### src/rtl/trf_pkg.sv
`timescale 1ns / 1ps
// ----------------------------------------------------------------------------
// trf_pkg: shared types and constants of the text run finder
// Run modes, configuration bundle, result item and buffer handshake types.
// ----------------------------------------------------------------------------
package trf_pkg;

  localparam int unsigned PosW     = 32;
  localparam int unsigned LenW     = 17;
  localparam int unsigned RegW     = 16;
  localparam int unsigned CfgDataW = 64;
  localparam int unsigned CfgIdxW  = 3;
  localparam int unsigned CharsetN = 256;

  localparam logic [RegW-1:0]     MinLenRst  = 16'd4;
  localparam logic [RegW-1:0]     MaxLenRst  = 16'd1024;
  localparam logic [CfgDataW-1:0] CsWord0Rst = 64'hFFFF_FFFF_0000_0000;
  localparam logic [CfgDataW-1:0] CsWord1Rst = 64'h7FFF_FFFF_FFFF_FFFF;
  localparam logic [CfgDataW-1:0] CsWord2Rst = 64'h0;
  localparam logic [CfgDataW-1:0] CsWord3Rst = 64'h0;

  localparam logic [7:0] PrintLo = 8'h21;
  localparam logic [7:0] PrintHi = 8'h7E;

  typedef enum logic [CfgIdxW-1:0] {
    REG_MIN_LENGTH = 3'd0,
    REG_MAX_LENGTH = 3'd1,
    REG_UNICODE_EN = 3'd2,
    REG_CHARSET_W0 = 3'd3,
    REG_CHARSET_W1 = 3'd4,
    REG_CHARSET_W2 = 3'd5,
    REG_CHARSET_W3 = 3'd6
  } reg_idx_e;

  typedef enum logic [1:0] {
    MODE_IDLE  = 2'd0,
    MODE_FIRST = 2'd1,
    MODE_ASCII = 2'd2,
    MODE_WIDE  = 2'd3
  } run_mode_e;

  typedef struct packed {
    logic [RegW-1:0]     min_length;
    logic [RegW-1:0]     max_length;
    logic                unicode_enable;
    logic [CharsetN-1:0] charset;
  } trf_cfg_t;

  typedef struct packed {
    logic [PosW-1:0] start;
    logic [LenW-1:0] length;
    logic            wide;
    logic            last;
  } trf_res_t;

  // results of one byte towards the output buffer
  typedef struct packed {
    logic     push;
    logic     two;
    trf_res_t r0;
    trf_res_t r1;
  } trf_push_t;

  // run is reportable when its character count exceeds the minimum
  function automatic logic trf_long_enough(logic [LenW-1:0] len, logic wide,
                                           logic [RegW-1:0] min_len);
    logic [LenW-1:0] chars;
    chars = wide ? (len >> 1) : len;
    return chars > {1'b0, min_len};
  endfunction

endpackage

### src/rtl/trf_cfg_regs.sv
`timescale 1ns / 1ps
// ----------------------------------------------------------------------------
// trf_cfg_regs: configuration register file
// Decodes writes into length limits, unicode enable and the charset bitmap.
// ----------------------------------------------------------------------------
module trf_cfg_regs
  import trf_pkg::*;
(
  input  logic                clk_i,
  input  logic                rst_ni,
  input  logic                cfg_we_i,
  input  logic [CfgIdxW-1:0]  cfg_index_i,
  input  logic [CfgDataW-1:0] cfg_data_i,
  output trf_cfg_t            cfg_o
);

  logic [RegW-1:0]     min_q, min_d;
  logic [RegW-1:0]     max_q, max_d;
  logic                uni_q, uni_d;
  logic [CfgDataW-1:0] w0_q, w0_d, w1_q, w1_d, w2_q, w2_d, w3_q, w3_d;

  always_comb begin
    min_d = min_q;
    max_d = max_q;
    uni_d = uni_q;
    w0_d  = w0_q;
    w1_d  = w1_q;
    w2_d  = w2_q;
    w3_d  = w3_q;
    if (cfg_we_i) begin
      unique case (cfg_index_i)
        REG_MIN_LENGTH: min_d = cfg_data_i[RegW-1:0];
        REG_MAX_LENGTH: max_d = cfg_data_i[RegW-1:0];
        REG_UNICODE_EN: uni_d = cfg_data_i[0];
        REG_CHARSET_W0: w0_d  = cfg_data_i;
        REG_CHARSET_W1: w1_d  = cfg_data_i;
        REG_CHARSET_W2: w2_d  = cfg_data_i;
        REG_CHARSET_W3: w3_d  = cfg_data_i;
        default: ;  // unused index, write dropped
      endcase
    end
  end

  always_ff @(posedge clk_i or negedge rst_ni) begin
    if (!rst_ni) begin
      min_q <= MinLenRst;
      max_q <= MaxLenRst;
      uni_q <= 1'b1;
      w0_q  <= CsWord0Rst;
      w1_q  <= CsWord1Rst;
      w2_q  <= CsWord2Rst;
      w3_q  <= CsWord3Rst;
    end else begin
      min_q <= min_d;
      max_q <= max_d;
      uni_q <= uni_d;
      w0_q  <= w0_d;
      w1_q  <= w1_d;
      w2_q  <= w2_d;
      w3_q  <= w3_d;
    end
  end

  assign cfg_o.min_length     = min_q;
  assign cfg_o.max_length     = max_q;
  assign cfg_o.unicode_enable = uni_q;
  assign cfg_o.charset        = {w3_q, w2_q, w1_q, w0_q};

endmodule

### src/rtl/trf_scan.sv
`timescale 1ns / 1ps
// ----------------------------------------------------------------------------
// trf_scan: input register and run state machine
// Holds one byte, updates the run state and forms up to two findings.
// ----------------------------------------------------------------------------
module trf_scan
  import trf_pkg::*;
(
  input  logic       clk_i,
  input  logic       rst_ni,
  input  trf_cfg_t   cfg_i,
  input  logic       in_valid_i,
  output logic       in_ready_o,
  input  logic [7:0] data_byte_i,
  input  logic       end_of_stream_i,
  input  logic       buf_free_i,
  output trf_push_t  push_o
);

  logic            vld_q, vld_d;
  logic [7:0]      byte_q;
  logic            eos_q;
  run_mode_e       mode_q, mode_d;
  logic            pend_q, pend_d;
  logic [LenW-1:0] len_q, len_d;
  logic [PosW-1:0] start_q, start_d;
  logic [PosW-1:0] pos_q, pos_d;
  logic            advance, accept;

  // first finding (run ended by this byte) and flush finding (end of stream)
  logic            a_hit, a_wide, a_ok, b_ok, b_wide;
  logic [LenW-1:0] a_len;
  logic            allowed, restart;
  trf_res_t        res_a, res_b;

  assign advance    = vld_q && buf_free_i;
  assign in_ready_o = !vld_q || advance;
  assign accept     = in_valid_i && in_ready_o;
  assign allowed    = cfg_i.charset[byte_q];

  always_comb begin
    mode_d  = mode_q;
    pend_d  = pend_q;
    len_d   = len_q;
    start_d = start_q;
    pos_d   = pos_q;
    a_hit   = 1'b0;
    a_wide  = 1'b0;
    a_len   = len_q;
    restart = 1'b0;
    b_ok    = 1'b0;

    unique case (mode_q)
      MODE_FIRST: begin
        if (byte_q == 8'h00) begin
          if (cfg_i.unicode_enable) begin
            mode_d = MODE_WIDE;
            pend_d = 1'b0;
            len_d  = LenW'(2);
            if (len_d >= {1'b0, cfg_i.max_length}) begin
              a_hit  = 1'b1;
              a_wide = 1'b1;
              a_len  = len_d;
              mode_d = MODE_IDLE;
            end
          end else begin
            mode_d = MODE_IDLE;
          end
        end else begin
          mode_d = MODE_ASCII;
          if (len_q >= {1'b0, cfg_i.max_length}) begin
            // single-byte run already at the cut length
            a_hit   = 1'b1;
            restart = 1'b1;
          end else if (allowed) begin
            len_d = len_q + LenW'(1);
            if (len_d >= {1'b0, cfg_i.max_length}) begin
              a_hit  = 1'b1;
              a_len  = len_d;
              mode_d = MODE_IDLE;
            end
          end else begin
            a_hit   = 1'b1;
            restart = 1'b1;
          end
        end
      end
      MODE_ASCII: begin
        if (allowed) begin
          len_d = len_q + LenW'(1);
          if (len_d >= {1'b0, cfg_i.max_length}) begin
            a_hit  = 1'b1;
            a_len  = len_d;
            mode_d = MODE_IDLE;
          end
        end else begin
          a_hit   = 1'b1;
          restart = 1'b1;
        end
      end
      MODE_WIDE: begin
        a_wide = 1'b1;
        if (!pend_q) begin
          if (allowed) begin
            pend_d = 1'b1;
          end else begin
            a_hit   = 1'b1;
            restart = 1'b1;
          end
        end else if (byte_q == 8'h00) begin
          pend_d = 1'b0;
          len_d  = len_q + LenW'(2);
          if (len_d >= {1'b0, cfg_i.max_length}) begin
            a_hit  = 1'b1;
            a_len  = len_d;
            mode_d = MODE_IDLE;
            pend_d = 1'b0;
          end
        end else begin
          // held char never got its zero byte: dropped from the run
          a_hit   = 1'b1;
          restart = 1'b1;
        end
      end
      default: restart = 1'b1;
    endcase

    if (restart) begin
      mode_d = MODE_IDLE;
      pend_d = 1'b0;
      if (byte_q >= PrintLo && byte_q <= PrintHi && allowed) begin
        mode_d  = MODE_FIRST;
        start_d = pos_q;
        len_d   = LenW'(1);
      end
    end

    pos_d  = pos_q + PosW'(1);
    // kind of the run still open after this byte
    b_wide = (mode_d == MODE_WIDE);

    if (eos_q) begin
      b_ok   = (mode_d != MODE_IDLE) &&
               trf_long_enough(len_d, b_wide, cfg_i.min_length);
      mode_d = MODE_IDLE;
      pend_d = 1'b0;
      pos_d  = '0;
    end
  end

  assign a_ok = a_hit && trf_long_enough(a_len, a_wide, cfg_i.min_length);

  always_comb begin
    res_a.start  = start_q;
    res_a.length = a_len;
    res_a.wide   = a_wide;
    res_a.last   = !b_ok;
    res_b.start  = start_d;
    res_b.length = len_d;
    res_b.wide   = b_wide;
    res_b.last   = 1'b1;
    push_o.push  = advance && (a_ok || b_ok);
    push_o.two   = a_ok && b_ok;
    push_o.r0    = a_ok ? res_a : res_b;
    push_o.r1    = res_b;
  end

  always_comb begin
    vld_d = vld_q;
    if (accept) begin
      vld_d = 1'b1;
    end else if (advance) begin
      vld_d = 1'b0;
    end
  end

  always_ff @(posedge clk_i) begin
    if (accept) begin
      byte_q <= data_byte_i;
      eos_q  <= end_of_stream_i;
    end
  end

  always_ff @(posedge clk_i or negedge rst_ni) begin
    if (!rst_ni) begin
      vld_q   <= 1'b0;
      mode_q  <= MODE_IDLE;
      pend_q  <= 1'b0;
      len_q   <= '0;
      start_q <= '0;
      pos_q   <= '0;
    end else begin
      vld_q <= vld_d;
      if (advance) begin
        mode_q  <= mode_d;
        pend_q  <= pend_d;
        len_q   <= len_d;
        start_q <= start_d;
        pos_q   <= pos_d;
      end
    end
  end

endmodule

### src/rtl/trf_out_buf.sv
`timescale 1ns / 1ps
// ----------------------------------------------------------------------------
// trf_out_buf: two-entry result buffer
// Takes up to two findings per byte and hands them out one item per cycle while out_ready_i is high.
// ----------------------------------------------------------------------------
module trf_out_buf
  import trf_pkg::*;
(
  input  logic      clk_i,
  input  logic      rst_ni,
  input  trf_push_t push_i,
  output logic      buf_free_o,
  output logic      out_valid_o,
  input  logic      out_ready_i,
  output trf_res_t  res_o
);

  trf_res_t   s0_q, s0_d, s1_q, s1_d;
  logic [1:0] cnt_q, cnt_d;
  logic       pop;

  assign out_valid_o = (cnt_q != 2'd0);
  assign pop         = out_valid_o && out_ready_i;
  // a new byte may only land when the buffer is empty or its single item leaves this cycle
  assign buf_free_o  = (cnt_q == 2'd0) || (cnt_q == 2'd1 && out_ready_i);
  assign res_o       = s0_q;

  always_comb begin
    s0_d  = s0_q;
    s1_d  = s1_q;
    cnt_d = cnt_q;
    if (push_i.push) begin
      s0_d  = push_i.r0;
      s1_d  = push_i.r1;
      cnt_d = push_i.two ? 2'd2 : 2'd1;
    end else if (pop) begin
      s0_d  = s1_q;
      cnt_d = cnt_q - 2'd1;
    end
  end

  always_ff @(posedge clk_i) begin
    s0_q <= s0_d;
    s1_q <= s1_d;
  end

  always_ff @(posedge clk_i or negedge rst_ni) begin
    if (!rst_ni) begin
      cnt_q <= 2'd0;
    end else begin
      cnt_q <= cnt_d;
    end
  end

endmodule

### src/rtl/text_run_finder.sv
`timescale 1ns / 1ps
// ----------------------------------------------------------------------------
// text_run_finder: printable ASCII / UTF-16LE run finder
// A closing byte is registered in the input register, its finding in the
// result buffer. Throughput: one byte per cycle while results are taken; a
// byte with two findings holds the input while the two-entry buffer drains.
// Reset: async active low; registers return to defaults, position and run
// state clear to zero / idle, no clearing pass.
// ----------------------------------------------------------------------------
module text_run_finder
  import trf_pkg::*;
(
  input  logic                clk_i,
  input  logic                rst_ni,
  input  logic                cfg_we_i,
  input  logic [CfgIdxW-1:0]  cfg_index_i,
  input  logic [CfgDataW-1:0] cfg_data_i,
  input  logic                in_valid_i,
  output logic                in_ready_o,
  input  logic [7:0]          data_byte_i,
  input  logic                end_of_stream_i,
  output logic                out_valid_o,
  input  logic                out_ready_i,
  output logic [PosW-1:0]     found_start_o,
  output logic [LenW-1:0]     found_length_o,
  output logic                is_wide_o,
  output logic                last_result_o
);

  trf_cfg_t  cfg;
  trf_push_t push;
  trf_res_t  res;
  logic      buf_free;

  trf_cfg_regs u_cfg (
    .clk_i       (clk_i),
    .rst_ni      (rst_ni),
    .cfg_we_i    (cfg_we_i),
    .cfg_index_i (cfg_index_i),
    .cfg_data_i  (cfg_data_i),
    .cfg_o       (cfg)
  );

  trf_scan u_scan (
    .clk_i           (clk_i),
    .rst_ni          (rst_ni),
    .cfg_i           (cfg),
    .in_valid_i      (in_valid_i),
    .in_ready_o      (in_ready_o),
    .data_byte_i     (data_byte_i),
    .end_of_stream_i (end_of_stream_i),
    .buf_free_i      (buf_free),
    .push_o          (push)
  );

  trf_out_buf u_buf (
    .clk_i       (clk_i),
    .rst_ni      (rst_ni),
    .push_i      (push),
    .buf_free_o  (buf_free),
    .out_valid_o (out_valid_o),
    .out_ready_i (out_ready_i),
    .res_o       (res)
  );

  assign found_start_o  = res.start;
  assign found_length_o = res.length;
  assign is_wide_o      = res.wide;
  assign last_result_o  = res.last;

endmodule

### config.mk
export PLATFORM = sky130hd
export DESIGN_NAME = text_run_finder
export DESIGN_NICKNAME = d
export VERILOG_FILES = /design/src/rtl/trf_pkg.sv /design/src/rtl/trf_cfg_regs.sv /design/src/rtl/trf_scan.sv /design/src/rtl/trf_out_buf.sv /design/src/rtl/text_run_finder.sv
export SDC_FILE = /design/constraint.sdc
export NUM_CORES = 1
export LEC_CHECK = 0
export BUFFER_PORTS_ARGS = -buffer_cell sky130_fd_sc_hd__buf_2
export CORE_MARGIN = 5
export CORE_UTILIZATION = 67
export DETAILED_ROUTE_END_ITERATION = 8
export MAX_ROUTING_LAYER = met4
export PLACE_DENSITY = 0.86
export SYNTH_ARGS = -nofsm -noshare
export SYNTH_HDL_FRONTEND = slang
export SYNTH_HIERARCHICAL = 1
export SYNTH_SLANG_ARGS = --single-unit
### constraint.sdc
create_clock -name clk_i -period 19.5 [get_ports clk_i]
set_clock_uncertainty 0.2 [all_clocks]
set_input_delay 0.975 -clock clk_i [delete_from_list [all_inputs] [get_ports clk_i]]
set_output_delay 0.975 -clock clk_i [all_outputs]
set_load 0.02 [all_outputs]
---- Word-level counts from Yosys, hierarchy flattened ----
Cells that the tools add are included.
operators by class
  add/subtract/negate cells ............... 4
  multiply operators ...................... 0
  div/mod/pow operators ................... 0
  magnitude comparators ................... 9
  equal/unequal tests ..................... 13
  shift operators ......................... 0
  multiplexer cells ....................... 75
  bitwise operators ....................... 0
  reduce and logical (&&, ||, !) cells .... 31
operator list
  operator                 count
  $mux W17                 19
  $mux W51                 3
  $pmux W17 S3             2
  $mux W32                 3
  $ge A17 B16 Y1           3
  $gt A17 B16 Y1           2
  $add A32 B1 Y32 const B  1
  $mux W2                  16
  $mux W1                  26
  $add A17 B1 Y17 const B  1
  $add A17 B2 Y17 const B  1
  $ge A2 B16 Y1 const A    1
  $reduce_and A2 Y1        7
  $logic_and A1 B1 Y1      10
  $eq A3 B3 Y1 const B     3
  $lt A8 B9 Y1 const B     1
  $bmux W1 S8              1
  $ge A8 B6 Y1 const B     1
  $le A8 B7 Y1 const B     1
  $logic_not A8 Y1         1
  $reduce_bool A2 Y1       4
  $eq A2 B2 Y1 const B     3
  $eq A3 B2 Y1 const B     2
  $pmux W1 S3              2
  13 further kinds         18
storage, ports and cells
  bits in registers ....................... 486
  latch bits .............................. 0
  memory bits (writable) .................. 0
  bits in read-only memories .............. 0
  input port bits ......................... 81
  output and inout bits ................... 53
  word-level logic and storage cells ...... 155
  memories ................................ 0

---- Longest topological paths before layout ----
Gate-level depths: netlist of run 1.
  word-level depth ........................ 16
  depth in mapped cells ................... 43
  mapped depth without buffers ............ 32

---- Modules after synthesis ----
Netlist of run 1, hierarchy kept.
modules (own cells, without submodules)
  module        times used  cells an instance  area an instance (µm²)  sequential area each (µm²)
  trf_scan      1           1672               13233.9                 2397.3
  trf_cfg_regs  1           617                11242.0                 7354.6
  trf_out_buf   1           176                3848.7                  3113.0

---- Worst setup path before layout of run 1 ----
No wires, ideal clock.
  kind .................................... register to register
  from .................................... register u_scan.len_q[1]
  to ...................................... register u_buf.s0_q (netlist bit u_buf/res_o[0]) (enable)
  library setup time ...................... 0.417 ns
  arrival ................................. 11.082 ns
  required time ........................... 18.883 ns
  path slack .............................. 7.801 ns
  cell stages (with the launch flop) ...... 40
  path buffers ............................ 9
  clock period less this slack ............ 11.699 ns
  cell sequence ........................... dfrtp_1 -> ha_1 -> clkbuf_1 -> and3_1 -> clkbuf_1 -> and2_1 -> clkbuf_1 -> nand2_1 -> nor4_1 -> nand2_1 -> xnor2_1 -> ha_1 -> o21ai_0 -> nor2_1 -> o2111ai_1 -> and4b_1 -> clkbuf_1 -> inv_1 -> (+4 left out) -> a221o_1 -> mux2_2 -> ha_1 -> o21a_1 -> o21a_1 -> o21a_1 -> o21a_1 -> o21a_1 -> o21ai_0 -> a211oi_1 -> o221ai_1 -> a311o_1 -> buf_6 -> buf_4 -> a21oi_1 -> buf_4 -> buf_6 -> nand2b_1
RTL lines
  what                      RTL line           text
  start: declaration        trf_scan.sv:25     logic [LenW-1:0] len_q, len_d;
  start signal: assignment  trf_scan.sv:197    len_q <= len_d;
  end signal: assignment    trf_out_buf.sv:43  s0_q <= s0_d;
  end: declaration          trf_out_buf.sv:18  trf_res_t s0_q, s0_d, s1_q, s1_d;

==> results.md, run 1 <==
* Status: finished clean
* Antenna Nets Post-Route at 0
* Detail Placement HPWL at 56,500 um
* Yosys top cell area share at 24.6%
* Largest stage delay, worst path at 890 ps
* Starting Density at 67.7%
* Reg-to-reg critical path endpoint: u_buf/res_o[20]$_DFFE_PP_
* Synth-to-layout area growth at 8.20%
* Worst hold margin at 250 ps
* Placed cell count at 3,013
* Worst vdd ir at 105 uV
* Gr ovfl total at 0
* Largest net degree at the start of global routing at 169
* Final core utilization at 73.2%
* Synth Flop Type: dfrtp_1
* Setup crit start kind: register
* Clk sinks at 487
* First-pass GRT wire length at 131,000 um
* Clock transition at path regs at 60 ps
* Crit path max fanout at 74
* Final Cycle Share at 55.9%
* CP endpoint kind: register
* CTS Root Cell: clkbuf_16
* Worst hold path class: primary input to asynchronous set/reset pin
* Fraction of registers with async set/reset at 77.2%
* Max Freq at 0.0917 GHz
* Num rows at 75
* Synth top cells by count: nand2_1 (313), mux2_2 (290), dfrtp_1 (278)
* Mux contribution to synthesized area at 23.7%
* Antenna violations before repair at 0
* Ratio of cells with drive above 1 in the final layout at 31.8%
* Post-CTS Repair Setup Buffers at 0
* Post-Synth Simple-Gate Area at 10.6%
* Drc violations at 0
* Maxcap violations at 0
* Relative slew slack at 21.6%
* Core area at 41,900 um^2
* Top cells by area, synth: dfrtp_1 (25%), edfxtp_1 (12%), mux2_2 (12%)
* Count leader, synth: nand2_1
* Final Hold Viols at 0
* Setup violations, final at 0
* FF-to-FF path depth at 33
* TritonCTS clock tree: built
* DR WL/cell at 27.3 um
* Yosys warning count at 6
* CP dominant cell by count: o21a_1
* Leak at 0.0134 uW
* Vias/cell at 6.79
* Setup CP Type: register to register
* CP max stage cell: buf_4
* Final instance area at 30,600 um^2
* Post-Layout Cell Count at 3,104
* Yosys cell types at 94
* Post-Syn Area at 28,300 um^2
* Syn avg cell area at 11.5 um^2
* GRT Total Usage at 36.9%
* Unrepaired setup endpoints after global routing: false
* First-pass iteration count of the detailed router at 6
* Drt total wl at 84,800 um
* Max Buffers Root-to-Sink at 3
* P per Cell Area at 122 nW/um^2
* Post-Synth XOR/XNOR Area at 2.07%
* Synth area leader: dfrtp_1
* Synth Area in Adders at 3.71%
* Die X at 216 um
* Critical R2R Launch: u_scan/len_q[2]$_DFFE_PN0P_
* Via count at 21,081
* R2R Setup Slk at 8600 ps
* PortBufs at 133
* Initial drt markers at 2,471
* Setup TNS at 0 ps
* Placement Cell Area at 29,000 um^2
* Skew-Pair Late Insertion Delay at 610 ps
* # diodes at 0
* # resized after CTS at 0
* Clock buffer count from CTS at 49
* H-tree levels at 2
* Die Y at 216 um
* Placer Congestion at 1.06
* Synth Register Bits at 487
* Worst Path Required at 19,530 ps
* Synthesized Nets at 2,630
* Layout Nets at 2,690
* Synth Area in Compound Gates at 9.81%
* Vias in the first global route at 21,807
* Minimum clock period at 10,900 ps
* Number of synthesized flops with an enable pin at 111
* Largest family of logic cells by synthesized area: multiplexers
* Top-Level Pins at 134
* Post-Syn Instances at 2,465
* Hold_buf cts at 0
* Slew @ Worst Pin at 1170 ps
* CP arrival at 10,930 ps
* Max Slew Vio Count at 0
* Die area at 46,500 um^2
* Register area share after synthesis at 45.4%
[critical path: cells and delay by family (launching register included)]
| kind | cells | cell delay [ps] |
|---|---|---|
| AO/OA/AOI/OAI | 16 | 3500 |
| AND/OR/NAND/NOR | 8 | 2570 |
| buffers and inverters | 4 | 1990 |
| adder cells (fa/ha/maj) | 3 | 1030 |
| flip-flops | 1 | 640 |
| multiplexers | 1 | 320 |
| XOR/XNOR | 1 | 180 |
[logic make-up after synthesis]
group	after synthesis
AND/OR/NAND/NOR	644
multiplexers	535
flip-flops	487
AO/OA/AOI/OAI	409
buffers and inverters	238
adder cells (fa/ha/maj)	84
XOR/XNOR	67
other	1
[worst max path at each step]
stage                                 from                        end  slack (ps)
2_1_floorplan  u_scan/len_q[1]$_DFFE_PN0P_   u_buf/res_o[0]$_DFFE_PP_        7800
3_3_place_gp   u_scan/len_q[2]$_DFFE_PN0P_  u_buf/res_o[11]$_DFFE_PP_        9220
3_5_place_dp   u_scan/len_q[2]$_DFFE_PN0P_  u_buf/res_o[13]$_DFFE_PP_        8930
4_1_cts        u_scan/len_q[2]$_DFFE_PN0P_  u_buf/res_o[27]$_DFFE_PP_        8880
5_1_grt        u_scan/len_q[2]$_DFFE_PN0P_   u_buf/res_o[9]$_DFFE_PP_        7930
6_report       u_scan/len_q[2]$_DFFE_PN0P_  u_buf/res_o[20]$_DFFE_PP_        8600
[sequential cells by signal, indices dropped and copies added, names as in the netlist]
| register | cells |
|---|---|
| u_cfg/w0_q | 64 |
| u_cfg/w1_q | 64 |
| u_cfg/w2_q | 64 |
| u_cfg/w3_q | 64 |
| u_buf/res_o | 51 |
| u_buf/s1_q | 51 |
| u_scan/pos_q | 32 |
| u_scan/start_q | 32 |
| u_scan/len_q | 17 |
| u_cfg/max_q | 16 |
| u_cfg/min_q | 16 |
| u_scan/byte_q | 8 |
| u_buf/cnt_q | 2 |
| u_scan/mode_q | 2 |
| u_cfg/uni_q | 1 |
| u_scan/eos_q | 1 |
| u_scan/pend_q | 1 |
| u_scan/vld_q | 1 |
[power breakdown]
| group | internal (uW) | switching [uW] | leakage, uW |
|---|---|---|---|
| clock | 555 | 410 | 0.000827 |
| sequential | 1290 | 147 | 0.00556 |
| combinational | 523 | 817 | 0.00699 |
| total | 2360 | 1370 | 0.0134 |
[metal layers]
| metal | up-vias | global-route usage [%] | routed length [um] |
|---|---|---|---|
| met2 | 1111 | 58.9 | 40700 |
| met1 | 10512 | 46.5 | 32800 |
| met4 | 0 | 17.6 | 4980 |
| met3 | 324 | 6.01 | 6370 |
| li1 | 9134 | - | - |
| met5 | - | - | 0 |
[per-stage QoR]
step	total power [uW]	setup slack (ps)
6_report	3740	8600
5_1_grt	3890	7930
2_1_floorplan	2320	7800
3_3_place_gp	2690	9220
4_1_cts	3710	8880
3_5_place_dp	2730	8930
[area by class of cell]
| class | instances | area, um^2 |
|---|---|---|
| Clock buffer | 64 | 1370 |
| Sequential cell | 487 | 12900 |
| Tap cell | 539 | 674 |
| Multi-Input combinational cell | 1740 | 14200 |
| Fill cell | 2663 | 11200 |
| Clock inverter | 27 | 279 |
| Inverter | 70 | 263 |
| Timing Repair Buffer | 177 | 1020 |
[layout by cell type, fill, tap and decap left out, types with 86 or more instances in the layout]
master,count
dfrtp_1,278
o21ai_0,86
mux2_2,290
nor2_1,100
mux2_4,100
edfxtp_1,111
dfstp_2,98
nand2_1,313
buf_2,132
No activity file was read; power rests on OpenSTA's default activity.
==> inputs of run 2 (changes only) <==
CORE_UTILIZATION = 57   (was 67)
PLACE_DENSITY = 0.78   (was 0.86)
clock period = 9.7 ns   (was 19.5 ns; I/O delays follow)
==> results.md, run 2 (synthesis gave the netlist of run 1 again) <==
* Pre-CTS setup slack at 850 ps
* Die X at 233 um
* Sequential Power Share at 37.2%
* Worst hold path class: primary input to register
* Setup CP Type: register to register
* Largest stage delay, worst path at 590 ps
* Slew @ Worst Pin at 1180 ps
* First-pass GRT wire length at 132,000 um
* Setup crit start kind: register
* Ratio of cells with drive above 1 in the final layout at 31.4%
* Max Freq at 0.109 GHz
* TritonCTS clock tree: built
* CP endpoint kind: register
* Antenna Nets Post-Route at 0
* Clk network pwr share at 26.8%
* P_int at 4890 uW
* DR WL/cell at 25.7 um
* Status: finished clean
* Die area at 54,200 um^2
* First-pass iteration count of the detailed router at 8
* CP max stage cell: dfrtp_1
* Setup TNS at 0 ps
* Final instance area at 31,700 um^2
* Gr ovfl total at 0
* Max Slew Vio Count at 0
* Relative slew slack at 21.6%
* Top-Level Pins at 134
* Drc violations at 0
* Clk sinks at 487
* Final Cycle Share at 95.0%
* Final Hold Viols at 0
* Post-Layout Cell Count at 3,317
* Setup violations, final at 0
* P_sw at 2810 uW
* CP dominant cell by count: o21a_1
* Placement Cell Area at 29,300 um^2
* Starting Density at 57.7%
* Drt total wl at 85,200 um
* PortBufs at 133
* Skew-Pair Late Insertion Delay at 620 ps
* Maxcap violations at 0
* Largest net degree at the start of global routing at 180
* Core area at 49,100 um^2
* Most frequent cells in the layout: nand2_1 (312), mux2_2 (290), dfrtp_1 (278)
* Num rows at 81
* Minimum clock period at 9220 ps
* Via count at 21,319
* GRT Total Usage at 32.1%
* Most common cell after layout, fill and taps aside: nand2_1
* Clock transition at path regs at 70 ps
* Switching share of power at 36.5%
* Crit path max fanout at 27
* Worst vdd ir at 184 uV
* Placed cell count at 3,154
* Vias/cell at 6.43
* Unrepaired setup endpoints after global routing: false
* # resized after CTS at 0
* Worst Path Required at 9830 ps
* Die Y at 233 um
* CTS Root Cell: clkbuf_16
* Vias in the first global route at 22,014
* Synth-to-layout area growth at 12.0%
* CP arrival at 9340 ps
* Detail Placement HPWL at 56,800 um
* Comb pwr share at 36.0%
* P per Cell Area at 242 nW/um^2
* Placer Congestion at 1.06
* Final WS setup at 484 ps
* Leak at 0.0138 uW
* Clock buffer count from CTS at 51
* H-tree levels at 2
* Max Buffers Root-to-Sink at 3
* Layout Nets at 2,771
* Antenna violations before repair at 1
* Worst hold margin at 67.7 ps
* Initial drt markers at 2,134
run 2: cell count changes in the layout (fill, tap and decap cells not counted), moves of 3 or more:
cell	delta
clkbuf_1	+3
clkinvlp_4	+4
diode_2	+4
clkinv_2	-6
buf_12	+4
buf_4	+12
dlygate4sd3_1	+63
run 2: critical path: cells and delay by family (launching register included):
kind                     cells  cell delay [ps]
adder cells (fa/ha/maj)      3              930
AO/OA/AOI/OAI               13             2930
multiplexers                 4             1270
XOR/XNOR                     1              250
AND/OR/NAND/NOR              7             2030
buffers and inverters        2              700
flip-flops                   1              590
run 2: per-layer routing:
metal | wire [um] | GRT usage [%] | vias to the layer above
li1 | - | - | 9311
met1 | 33400 | 41.0 | 10686
met2 | 41300 | 52.4 | 1070
met3 | 6860 | 4.67 | 252
met4 | 3670 | 12.6 | 0
met5 | 0 | - | -
run 2: worst paths after layout:
check / start / to / slack, ps / cells past startpoint
worst max-delay path: u_scan/len_q[2]$_DFFE_PN0P_ / u_buf/res_o[24]$_DFFE_PP_ / 480 / 30
worst min-delay path: cfg_data_i[5] / u_cfg/w1_q[5]$_DFFE_PN1P_ / 70 / 2
worst max register to register: u_scan/len_q[2]$_DFFE_PN0P_ / u_buf/res_o[24]$_DFFE_PP_ / 480 / 30
worst min register to register: u_cfg/w0_q[8]$_DFFE_PN0P_ / u_cfg/w0_q[8]$_DFFE_PN0P_ / 310 / 1
max in group asynchronous: rst_ni / u_cfg/w3_q[54]$_DFFE_PN0P_ / 7380 / 3
min in group asynchronous: rst_ni / u_scan/len_q[8]$_DFFE_PN0P_ / 320 / 2
run 2: cell type report:
| class | instances | area [um^2] |
|---|---|---|
| multi-input combinational | 1740 | 14200 |
| antenna | 4 | 10.0 |
| sequential | 487 | 12900 |
| tap | 664 | 831 |
| timing repair buffer | 256 | 1820 |
| clock inverter | 27 | 338 |
| clock buffer | 69 | 1430 |
| inverter | 70 | 263 |
| fill | 3687 | 17300 |
run 2: through the flow:
step / power [uW] / utilization (%)
finish: 7690 / 64.7
global route: 8010 / 64.7
CTS: 7640 / 64.7
detailed placement: 5550 / 59.8
global placement: 5470 / 59.8
floorplan: 4660 / -
run 2: power by group through the flow:
stage                     sequential (uW)  clock, uW  combinational, uW
after detailed placement             2880          0               2670
after global routing                 2900       2170               2940
after floorplan                      2820          0               1840
final                                2860       2060               2770
after global placement               2850          0               2620
after CTS                            2850       2080               2710
run 2: timing repair:
item,CTS,global route
hold endpoints to repair,306,0
hold buffers,63,0
setup buffers,0,0
